## config.mk

```make
export PLATFORM = sky130hd
export DESIGN_NAME = timed_note_event_scheduler
export DESIGN_NICKNAME = d
export VERILOG_FILES = /design/src/hw/rtl/tnes_pkg.sv /design/src/hw/rtl/tnes_ctrl.sv /design/src/hw/rtl/tnes_dp.sv /design/src/hw/rtl/timed_note_event_scheduler.sv
export SDC_FILE = /design/constraint.sdc
export NUM_CORES = 2
export LEC_CHECK = 0
export BUFFER_PORTS_ARGS = -buffer_cell sky130_fd_sc_hd__buf_2
export CAP_MARGIN = 20
export CORE_UTILIZATION = 31
export CTS_BUF_LIST = sky130_fd_sc_hd__clkbuf_16
export CTS_CLUSTER_DIAMETER = 40
export DETAILED_ROUTE_END_ITERATION = 8
export GPL_TIMING_DRIVEN = 1
export PLACE_DENSITY = 0.53
export SLEW_MARGIN = 30
export SYNTH_ARGS = -nofsm -noshare
export SYNTH_HDL_FRONTEND = slang
export SYNTH_SLANG_ARGS = --single-unit
```

## constraint.sdc

```tcl
create_clock -name clk -period 7.85 [get_ports clk]
set_input_delay 0.785 -clock clk [delete_from_list [all_inputs] [get_ports clk]]
set_output_delay 0.785 -clock clk [all_outputs]
set_load 0.05 [all_outputs]
```

## src/hw/rtl/tnes_pkg.sv

```systemverilog
`timescale 1ns / 1ps
// ============================================================================
// tnes_pkg
// Shared types and constants for the timed note event scheduler.
// ============================================================================
package tnes_pkg;

    // default table size
    localparam int SLOTS_DEF = 32;

    // argument limits for a push
    localparam logic [7:0] CHANNEL_MAX  = 8'd15;
    localparam logic [7:0] NOTE_MAX     = 8'd127;
    localparam logic [7:0] VELOCITY_MAX = 8'd127;

    // operation codes (code 3 is unused and reports invalid)
    typedef enum logic [1:0] {
        OP_PUSH = 2'd0,
        OP_POP  = 2'd1,
        OP_NEAR = 2'd2
    } op_t;

    // result status codes
    typedef enum logic [1:0] {
        ST_OK      = 2'd0,
        ST_FULL    = 2'd1,
        ST_INVALID = 2'd2
    } status_t;

    // controller states
    typedef enum logic [1:0] {
        S_IDLE   = 2'd0,
        S_SCAN   = 2'd1,
        S_DRAIN  = 2'd2,
        S_FINISH = 2'd3
    } state_t;

    // one stored event
    typedef struct packed {
        logic [47:0] evt_time;
        logic [31:0] duration;
        logic [3:0]  channel;
        logic [6:0]  note;
        logic [6:0]  velocity;
    } slot_t;

    // controller to datapath
    typedef struct packed {
        logic start;   // latch the input word, clear scan results
        logic step;    // read one slot, advance the scan address
        logic finish;  // commit the table update, load the result word
    } cmd_t;

    // datapath to controller
    typedef struct packed {
        logic scan_last;  // scan address is at the last slot
        logic out_busy;   // result register full and stalled
    } sts_t;

endpackage

```

## src/hw/rtl/tnes_ctrl.sv

```systemverilog
`timescale 1ns / 1ps
// ============================================================================
// tnes_ctrl
// Sequencer: accept a word, scan every slot, drain the read pipe, then hand
// the result to the output register once it is free.
// ============================================================================
module tnes_ctrl
(
    input  logic            clk,
    input  logic            rst_n,
    input  logic            in_valid,
    output logic            in_stall,
    input  tnes_pkg::sts_t  sts,
    output tnes_pkg::cmd_t  cmd
);

    tnes_pkg::state_t state_reg;
    tnes_pkg::state_t state_next;

    // state register
    always_ff @(posedge clk or negedge rst_n)
    begin
        if (!rst_n)
        begin
            state_reg <= tnes_pkg::S_IDLE;
        end
        else
        begin
            state_reg <= state_next;
        end
    end

    // next state and commands
    always_comb
    begin
        state_next = state_reg;
        cmd        = '0;
        in_stall   = 1'b1;
        case (state_reg)
            tnes_pkg::S_IDLE:
            begin
                in_stall = 1'b0;
                if (in_valid)
                begin
                    cmd.start  = 1'b1;
                    state_next = tnes_pkg::S_SCAN;
                end
            end
            tnes_pkg::S_SCAN:
            begin
                cmd.step = 1'b1;
                if (sts.scan_last)
                begin
                    state_next = tnes_pkg::S_DRAIN;
                end
            end
            tnes_pkg::S_DRAIN:
            begin
                // last slot is evaluated in this cycle
                state_next = tnes_pkg::S_FINISH;
            end
            tnes_pkg::S_FINISH:
            begin
                if (!sts.out_busy)
                begin
                    cmd.finish = 1'b1;
                    state_next = tnes_pkg::S_IDLE;
                end
            end
            default:
            begin
                state_next = tnes_pkg::S_IDLE;
            end
        endcase
    end

endmodule

```

## src/hw/rtl/tnes_dp.sv

```systemverilog
`timescale 1ns / 1ps
// ============================================================================
// tnes_dp
// Slot table, scan pipeline, selection registers and the result register.
// ============================================================================
module tnes_dp
#(
    parameter int SLOTS = tnes_pkg::SLOTS_DEF
)
(
    input  logic            clk,
    input  logic            rst_n,
    input  tnes_pkg::cmd_t  cmd,
    output tnes_pkg::sts_t  sts,
    input  logic [1:0]      op,
    input  logic [47:0]     event_time,
    input  logic [7:0]      channel_in,
    input  logic [7:0]      note_in,
    input  logic [7:0]      velocity_in,
    input  logic [31:0]     duration_in,
    input  logic [31:0]     window_in,
    output logic            out_valid,
    input  logic            out_stall,
    output logic [1:0]      status,
    output logic            found,
    output logic            near_flag,
    output logic [47:0]     event_time_out,
    output logic [31:0]     duration_out,
    output logic [3:0]      channel_out,
    output logic [6:0]      note_out,
    output logic [6:0]      velocity_out
);

    localparam int ADDR_W = (SLOTS > 1) ? $clog2(SLOTS) : 1;

    // slot storage
    tnes_pkg::slot_t     mem [SLOTS];
    logic [SLOTS-1:0]    used_reg;
    logic [SLOTS-1:0]    used_next;

    // latched input word
    logic [1:0]          op_reg;
    logic [47:0]         now_reg;
    logic [47:0]         lo_reg;
    logic [48:0]         hi_reg;
    logic                args_ok_reg;
    tnes_pkg::slot_t     new_slot_reg;

    // scan pipe
    logic [ADDR_W-1:0]   addr_reg;
    logic                pv_reg;
    tnes_pkg::slot_t     rd_reg;
    logic                rd_used_reg;
    logic [ADDR_W-1:0]   rd_idx_reg;

    // selection
    logic                have_reg;
    logic                have_next;
    logic [ADDR_W-1:0]   pick_reg;
    tnes_pkg::slot_t     best_reg;
    logic                near_reg;
    logic                near_next;
    logic                take;
    logic                near_hit;

    // result register
    logic                out_valid_reg;
    logic                out_valid_next;
    logic [1:0]          status_reg;
    logic                found_reg;
    logic                near_flag_reg;
    tnes_pkg::slot_t     res_reg;
    logic [1:0]          res_status;
    logic                res_found;

    logic                args_ok;
    logic                commit_push;
    logic                commit_pop;

    // push argument range check
    assign args_ok = (channel_in <= tnes_pkg::CHANNEL_MAX)
                  && (note_in <= tnes_pkg::NOTE_MAX)
                  && (velocity_in <= tnes_pkg::VELOCITY_MAX);

    // status to controller
    assign sts.scan_last = (addr_reg == ADDR_W'(SLOTS - 1));
    assign sts.out_busy  = out_valid_reg && out_stall;

    // per-slot evaluation of the word read last cycle
    always_comb
    begin
        case (op_reg)
            tnes_pkg::OP_PUSH:
            begin
                take = !rd_used_reg && !have_reg;
            end
            tnes_pkg::OP_POP:
            begin
                take = rd_used_reg && (rd_reg.evt_time <= now_reg)
                    && (!have_reg || (rd_reg.evt_time < best_reg.evt_time));
            end
            default:
            begin
                take = 1'b0;
            end
        endcase
        near_hit = (op_reg == tnes_pkg::OP_NEAR) && rd_used_reg
                && (rd_reg.evt_time >= lo_reg)
                && ({1'b0, rd_reg.evt_time} <= hi_reg);
    end

    assign have_next = cmd.start ? 1'b0 : ((pv_reg && take) ? 1'b1 : have_reg);
    assign near_next = cmd.start ? 1'b0 : ((pv_reg && near_hit) ? 1'b1 : near_reg);

    // table update at finish
    assign commit_push = (op_reg == tnes_pkg::OP_PUSH) && args_ok_reg && have_reg;
    assign commit_pop  = (op_reg == tnes_pkg::OP_POP) && have_reg;

    always_comb
    begin
        used_next = used_reg;
        if (cmd.finish && commit_push)
        begin
            used_next[pick_reg] = 1'b1;
        end
        else if (cmd.finish && commit_pop)
        begin
            used_next[pick_reg] = 1'b0;
        end
    end

    // result word
    always_comb
    begin
        res_found = 1'b0;
        case (op_reg)
            tnes_pkg::OP_PUSH:
            begin
                if (!args_ok_reg)
                begin
                    res_status = tnes_pkg::ST_INVALID;
                end
                else if (have_reg)
                begin
                    res_status = tnes_pkg::ST_OK;
                end
                else
                begin
                    res_status = tnes_pkg::ST_FULL;
                end
            end
            tnes_pkg::OP_POP:
            begin
                res_status = tnes_pkg::ST_OK;
                res_found  = have_reg;
            end
            tnes_pkg::OP_NEAR:
            begin
                res_status = tnes_pkg::ST_OK;
            end
            default:
            begin
                res_status = tnes_pkg::ST_INVALID;
            end
        endcase
    end

    assign out_valid_next = cmd.finish ? 1'b1 : (out_stall ? out_valid_reg : 1'b0);

    // control registers
    always_ff @(posedge clk or negedge rst_n)
    begin
        if (!rst_n)
        begin
            used_reg      <= '0;
            addr_reg      <= '0;
            pv_reg        <= 1'b0;
            have_reg      <= 1'b0;
            near_reg      <= 1'b0;
            out_valid_reg <= 1'b0;
        end
        else
        begin
            used_reg      <= used_next;
            pv_reg        <= cmd.step;
            have_reg      <= have_next;
            near_reg      <= near_next;
            out_valid_reg <= out_valid_next;
            if (cmd.start)
            begin
                addr_reg <= '0;
            end
            else if (cmd.step && !sts.scan_last)
            begin
                addr_reg <= addr_reg + 1'b1;
            end
        end
    end

    // payload registers and slot memory
    always_ff @(posedge clk)
    begin
        if (cmd.start)
        begin
            op_reg                <= op;
            now_reg               <= event_time;
            hi_reg                <= {1'b0, event_time} + 49'(window_in);
            lo_reg                <= (event_time >= 48'(window_in))
                                   ? (event_time - 48'(window_in)) : '0;
            args_ok_reg           <= args_ok;
            new_slot_reg.evt_time <= event_time;
            new_slot_reg.duration <= duration_in;
            new_slot_reg.channel  <= channel_in[3:0];
            new_slot_reg.note     <= note_in[6:0];
            new_slot_reg.velocity <= velocity_in[6:0];
        end
        if (cmd.step)
        begin
            rd_reg      <= mem[addr_reg];
            rd_used_reg <= used_reg[addr_reg];
            rd_idx_reg  <= addr_reg;
        end
        if (pv_reg && take)
        begin
            pick_reg <= rd_idx_reg;
            best_reg <= rd_reg;
        end
        if (cmd.finish && commit_push)
        begin
            mem[pick_reg] <= new_slot_reg;
        end
        if (cmd.finish)
        begin
            status_reg    <= res_status;
            found_reg     <= res_found;
            near_flag_reg <= (op_reg == tnes_pkg::OP_NEAR) && near_reg;
            res_reg       <= res_found ? best_reg : '0;
        end
    end

    // outputs
    assign out_valid      = out_valid_reg;
    assign status         = status_reg;
    assign found          = found_reg;
    assign near_flag      = near_flag_reg;
    assign event_time_out = res_reg.evt_time;
    assign duration_out   = res_reg.duration;
    assign channel_out    = res_reg.channel;
    assign note_out       = res_reg.note;
    assign velocity_out   = res_reg.velocity;

endmodule

```

## src/hw/rtl/timed_note_event_scheduler.sv

```systemverilog
`timescale 1ns / 1ps
// ============================================================================
// timed_note_event_scheduler
// Table of note events: push, pop earliest due event, near-onset query.
// ============================================================================
// Usage:
//   Input channel (in_valid / in_stall) carries one operation word: op,
//   event_time and the push or query arguments. A word is taken when
//   in_valid is high and in_stall is low.
//   Output channel (out_valid / out_stall) returns one result word per
//   operation: status, found, near_flag and the popped event's fields.
//   Every operation scans all SLOTS entries through the single memory read
//   port, one read per cycle. No new word is taken until the result of the
//   current one has been loaded into the output register.
//   A result waiting in the output register does not block the next word;
//   its scan runs, and its result is held back until the receiver takes the
//   earlier one. in_stall stays high while a word is in work.
//   Reset marks every slot free; slot contents need no clearing.
// ============================================================================
module timed_note_event_scheduler
#(
    parameter int SLOTS = tnes_pkg::SLOTS_DEF
)
(
    input  logic        clk,
    input  logic        rst_n,
    input  logic        in_valid,
    output logic        in_stall,
    input  logic [1:0]  op,
    input  logic [47:0] event_time,
    input  logic [7:0]  channel_in,
    input  logic [7:0]  note_in,
    input  logic [7:0]  velocity_in,
    input  logic [31:0] duration_in,
    input  logic [31:0] window_in,
    output logic        out_valid,
    input  logic        out_stall,
    output logic [1:0]  status,
    output logic        found,
    output logic        near_flag,
    output logic [47:0] event_time_out,
    output logic [31:0] duration_out,
    output logic [3:0]  channel_out,
    output logic [6:0]  note_out,
    output logic [6:0]  velocity_out
);

    tnes_pkg::cmd_t cmd;
    tnes_pkg::sts_t sts;

    // sequencer
    tnes_ctrl u_ctrl
    (
        .clk      (clk),
        .rst_n    (rst_n),
        .in_valid (in_valid),
        .in_stall (in_stall),
        .sts      (sts),
        .cmd      (cmd)
    );

    // table and result path
    tnes_dp #(.SLOTS(SLOTS)) u_dp
    (
        .clk            (clk),
        .rst_n          (rst_n),
        .cmd            (cmd),
        .sts            (sts),
        .op             (op),
        .event_time     (event_time),
        .channel_in     (channel_in),
        .note_in        (note_in),
        .velocity_in    (velocity_in),
        .duration_in    (duration_in),
        .window_in      (window_in),
        .out_valid      (out_valid),
        .out_stall      (out_stall),
        .status         (status),
        .found          (found),
        .near_flag      (near_flag),
        .event_time_out (event_time_out),
        .duration_out   (duration_out),
        .channel_out    (channel_out),
        .note_out       (note_out),
        .velocity_out   (velocity_out)
    );

endmodule

```

==> results.md <==
* Status: finished clean
* Total gr overflow at 0
* CTS Buf Count at about 470
* Worst Path Required at 8440 ps
* CTS root buffer: clkbuf_16
* Combinational power share at 22.0%
* First-pass GRT wire length at about 570 mm
* Largest net degree at the start of global routing at approximately 130
* Max Fanout on Critical Path at 37
* Post-synth cell types at a little under 80
* Htree depth at 5
* Max Cap Viol at 0
* Power share of the clock group at between 30 and 40%
* Sw Pwr at about 17,000 uW
* Setup tns final at 0 ps
* Ys flop type: edfxtp_1
* Slew Viols, Final at 0
* RSZ-0062 raised after global routing: false
* Final period utilization at about three fifths
* Post-synthesis sequential area ratio at 75.84%
* Die area at around 470,000 um^2
* IO Pins at 246
* Setup Buffers After CTS at 0
* Drt pass-1 iters at 6
* CTS sink cnt at 3,686
* Cell count after synthesis at around 6,700
* Asr flop ratio synth at between 1 and 1.5%
* Critical Path End Type: flop
* Worst-Skew Late Latency at about 980 ps
* Synthesis-to-layout area growth at 18.59%
* Final hold vios at 0
* Slowest Stage Delay on Critical Path at approximately 590 ps
* Warnings, synthesis at 0
* Top area cells in the synthesized netlist: edfxtp_1, mux4_2, ha_1
* Setup CP Type: reg2reg
* Largest register FFs at roughly 3,100
* FP Rows at between 200 and 300
* Detailed placer's ending HPWL at around 210 mm
* Initial antenna violation count at 13
* Worst VDD drop at roughly 0.32 mV
* Port Buffer Count at about 250
* Antenna viol nets, final at 0
* Max stage delay cell, worst path: nor4_1
* Die width at around 690 um
* Yosys top cell area share at about three quarters
* Clk buf depth at 4
* GPL Wtd Cong at 0.8529
* Critical path data arrival time at roughly 5200 ps
* Syn Area/Cell at approximately 22 um^2
* Die height at ~690 um
* Worst Max-Slew Pin Slew at roughly 1000 ps
* Worst-path clk slew at about 60 ps
* Layout Cells excl Fill at roughly 14,000
* Reg power frac at between 40% and 50%
* Iter 0 DRT Violations at roughly 7,700
* Cell taking the most area after synthesis: edfxtp_1
* Fmax at 0.2165 GHz
* Post-route clock skew at between 70 and 80 ps
* CP Launch Type: flop
* DRT Wirelength at about 410 mm
* # nets final at roughly 7,700
* Ordered list of cells on the worst path: ha_1, a21o_1, a21o_1, a21oi_1, nor2_1, a211oi_1, nor2_1, nor4_1, o21ai_0, a31o_2, a21oi_4, buf_4, buf_4
* DR vias at between 70,000 and 80,000
* DR vias/cell at 5.137
* # DRC at 0
* Layout cells sized above 1 at between 30% and 40%
* Filler cells at 42,330
* Final-report setup violation count at 0
* Fin crit period at approximately 4600 ps
* LEAKAGE at 0.05608 uW
* Overall Global Routing Usage at 16.89%
* Initial core utilization at between 30% and 40%
* Pint at 42,580 uW
* Register area at around 110,000 um^2
* Vias in the first global route at between 70,000 and 80,000
* Number of synthesized flops with an enable pin at 3,643
* WL/cell at a little under 30 um
* Hold Crit Class: in2reg
* Placed insts at 12,970
* Syn nets at between 7,000 and 8,000
* Core region area at 467,600 um^2
* Area of the multi-input gates at 33,300 um^2
* Switching Share at between 20% and 30%
* #FFs+latches synth at 3,686
* CTS tree: yes
* Synthesized cell area at approximately 150,000 um^2
* Slew HR at a little under a third
* Pwr Density at ~340 nW/um^2
cells by family (layout without fill, tap and decap cells):
kind of cell	count (synthesis)	after routing	share of synthesized area, %
XOR/XNOR	83	83	0.4990
buffers and inverters	574	1631	1.503
adder cells (fa/ha/maj)	267	267	2.304
flip-flops	3686	3686	75.84
AO/OA/AOI/OAI	446	446	1.980
AND/OR/NAND/NOR	522	522	1.771
multiplexers	1094	1094	16.11
other	0	7	0
routing by layer:
metal  global-route usage [%]  routed length (um)  vias to the layer above
li1                         -                   -                    29260
met1                    23.69              176500                    39180
met2                    28.17              200300                     2550
met3                    1.993               22720                      585
met4                    3.945                8609                        0
met5                        0                   0                        -
area by class of cell:
type | instances | area share (%)
tap | 6198 | 4.489
clock buffer | 474 | 6.866
antenna | 7 | 0.01014
clock inverter | 391 | 2.307
multi-input combinational | 2412 | 19.28
sequential | 3686 | 63.96
inverter | 272 | 0.5939
timing repair buffer | 494 | 2.497
path summary, 6_finish.rpt:
check / startpoint / end / slack, ps / cells past startpoint
worst max-delay path: u_dp.rd_reg[87]$_DFFE_PP_ / u_dp.best_reg[44]$_DFFE_PP_ / 3230 / 13
worst min-delay path: duration_in[26] / u_dp.new_slot_reg[44]$_DFFE_PP_ / 60 / 1
worst max register to register: u_dp.rd_reg[87]$_DFFE_PP_ / u_dp.best_reg[44]$_DFFE_PP_ / 3230 / 13
worst min register to register: u_dp.rd_reg[9]$_DFFE_PP_ / u_dp.best_reg[9]$_DFFE_PP_ / 420 / 0
max in group asynchronous: rst_n / u_dp.addr_reg[3]$_DFFE_PN0P_ / 6690 / 3
min in group asynchronous: rst_n / u_dp.pv_reg$_DFF_PN0_ / 500 / 3
cell usage after synthesis, types with 9 or more instances:
master and count:
a211oi_1 14, a21o_1 87, a21oi_1 121, a31oi_1 9, and3_1 58, buf_1 81
buf_2 16, clkbuf_1 202, dfrtp_1 43, edfxtp_1 3643, ha_1 265, inv_1 272
mux2_2 101, mux4_2 990, nand2_1 67, nand2b_1 15, nand3_1 21, nand4_1 53
nor2_1 208, nor2b_1 24, nor3_1 30, nor4_1 12, o21ai_0 117, o21bai_1 17
o31ai_1 11, xnor2_1 61, xor2_1 22
timing repair:
action | in CTS | in global routing
resized for setup | 0 | 0
hold buffers | 41 | 0
endpoints found under the hold margin | 83 | 0
worst max-delay path, delay by kind of cell (launching register included):
family,cells,cell delay [ps]
AOI/OAI and AO/OA,7,1590
adders and majority gates,1,360
buffers and inverters,2,920
DFF,1,550
and+or+nand+nor,3,700
layout by cell type (no fill, tap or decap), types with 34 or more instances in the layout:
cell type	Yosys	routed
and3_1	58	58
dfrtp_1	43	37
clkinv_2	0	59
clkinvlp_4	0	44
buf_2	16	245
ha_1	265	263
mux4_2	990	990
clkinv_1	0	66
xnor2_1	61	61
edfxtp_1	3643	3643
dlygate4sd3_1	0	41
inv_6	0	42
nand4_1	53	53
nor2_4	2	34
bufinv_16	0	60
o21ai_0	117	116
mux2_2	101	101
a21oi_1	121	120
buf_6	1	45
buf_12	0	52
inv_1	272	329
buf_4	2	80
nor2_1	208	176
clkbuf_16	0	474
nand2_1	67	64
a21o_1	87	87
power by group through the flow:
stage	clock, uW	sequential [uW]	combinational, uW
6_report	21600	24600	13100
5_1_grt	22800	24600	14100
4_1_cts	22000	24800	13000
3_5_place_dp	0	25200	12900
3_3_place_gp	0	25200	12700
2_1_floorplan	0	25000	8880
per-stage QoR:
stage	utilization, %	setup WS, ps	power [uW]	hold WS (ps)	instance area (um^2)
3_5_place_dp	33.31	2962	38130	405.2	155700
6_report	36.94	3232	59250	56.37	172800
2_1_floorplan	-	121.8	33860	400.3	145700
4_1_cts	36.78	3020	59840	0.2388	172000
3_3_place_gp	33.24	2966	37960	401.8	155400
5_1_grt	36.94	3068	61470	26.40	172700
No activity file was read; power rests on OpenSTA's default activity.
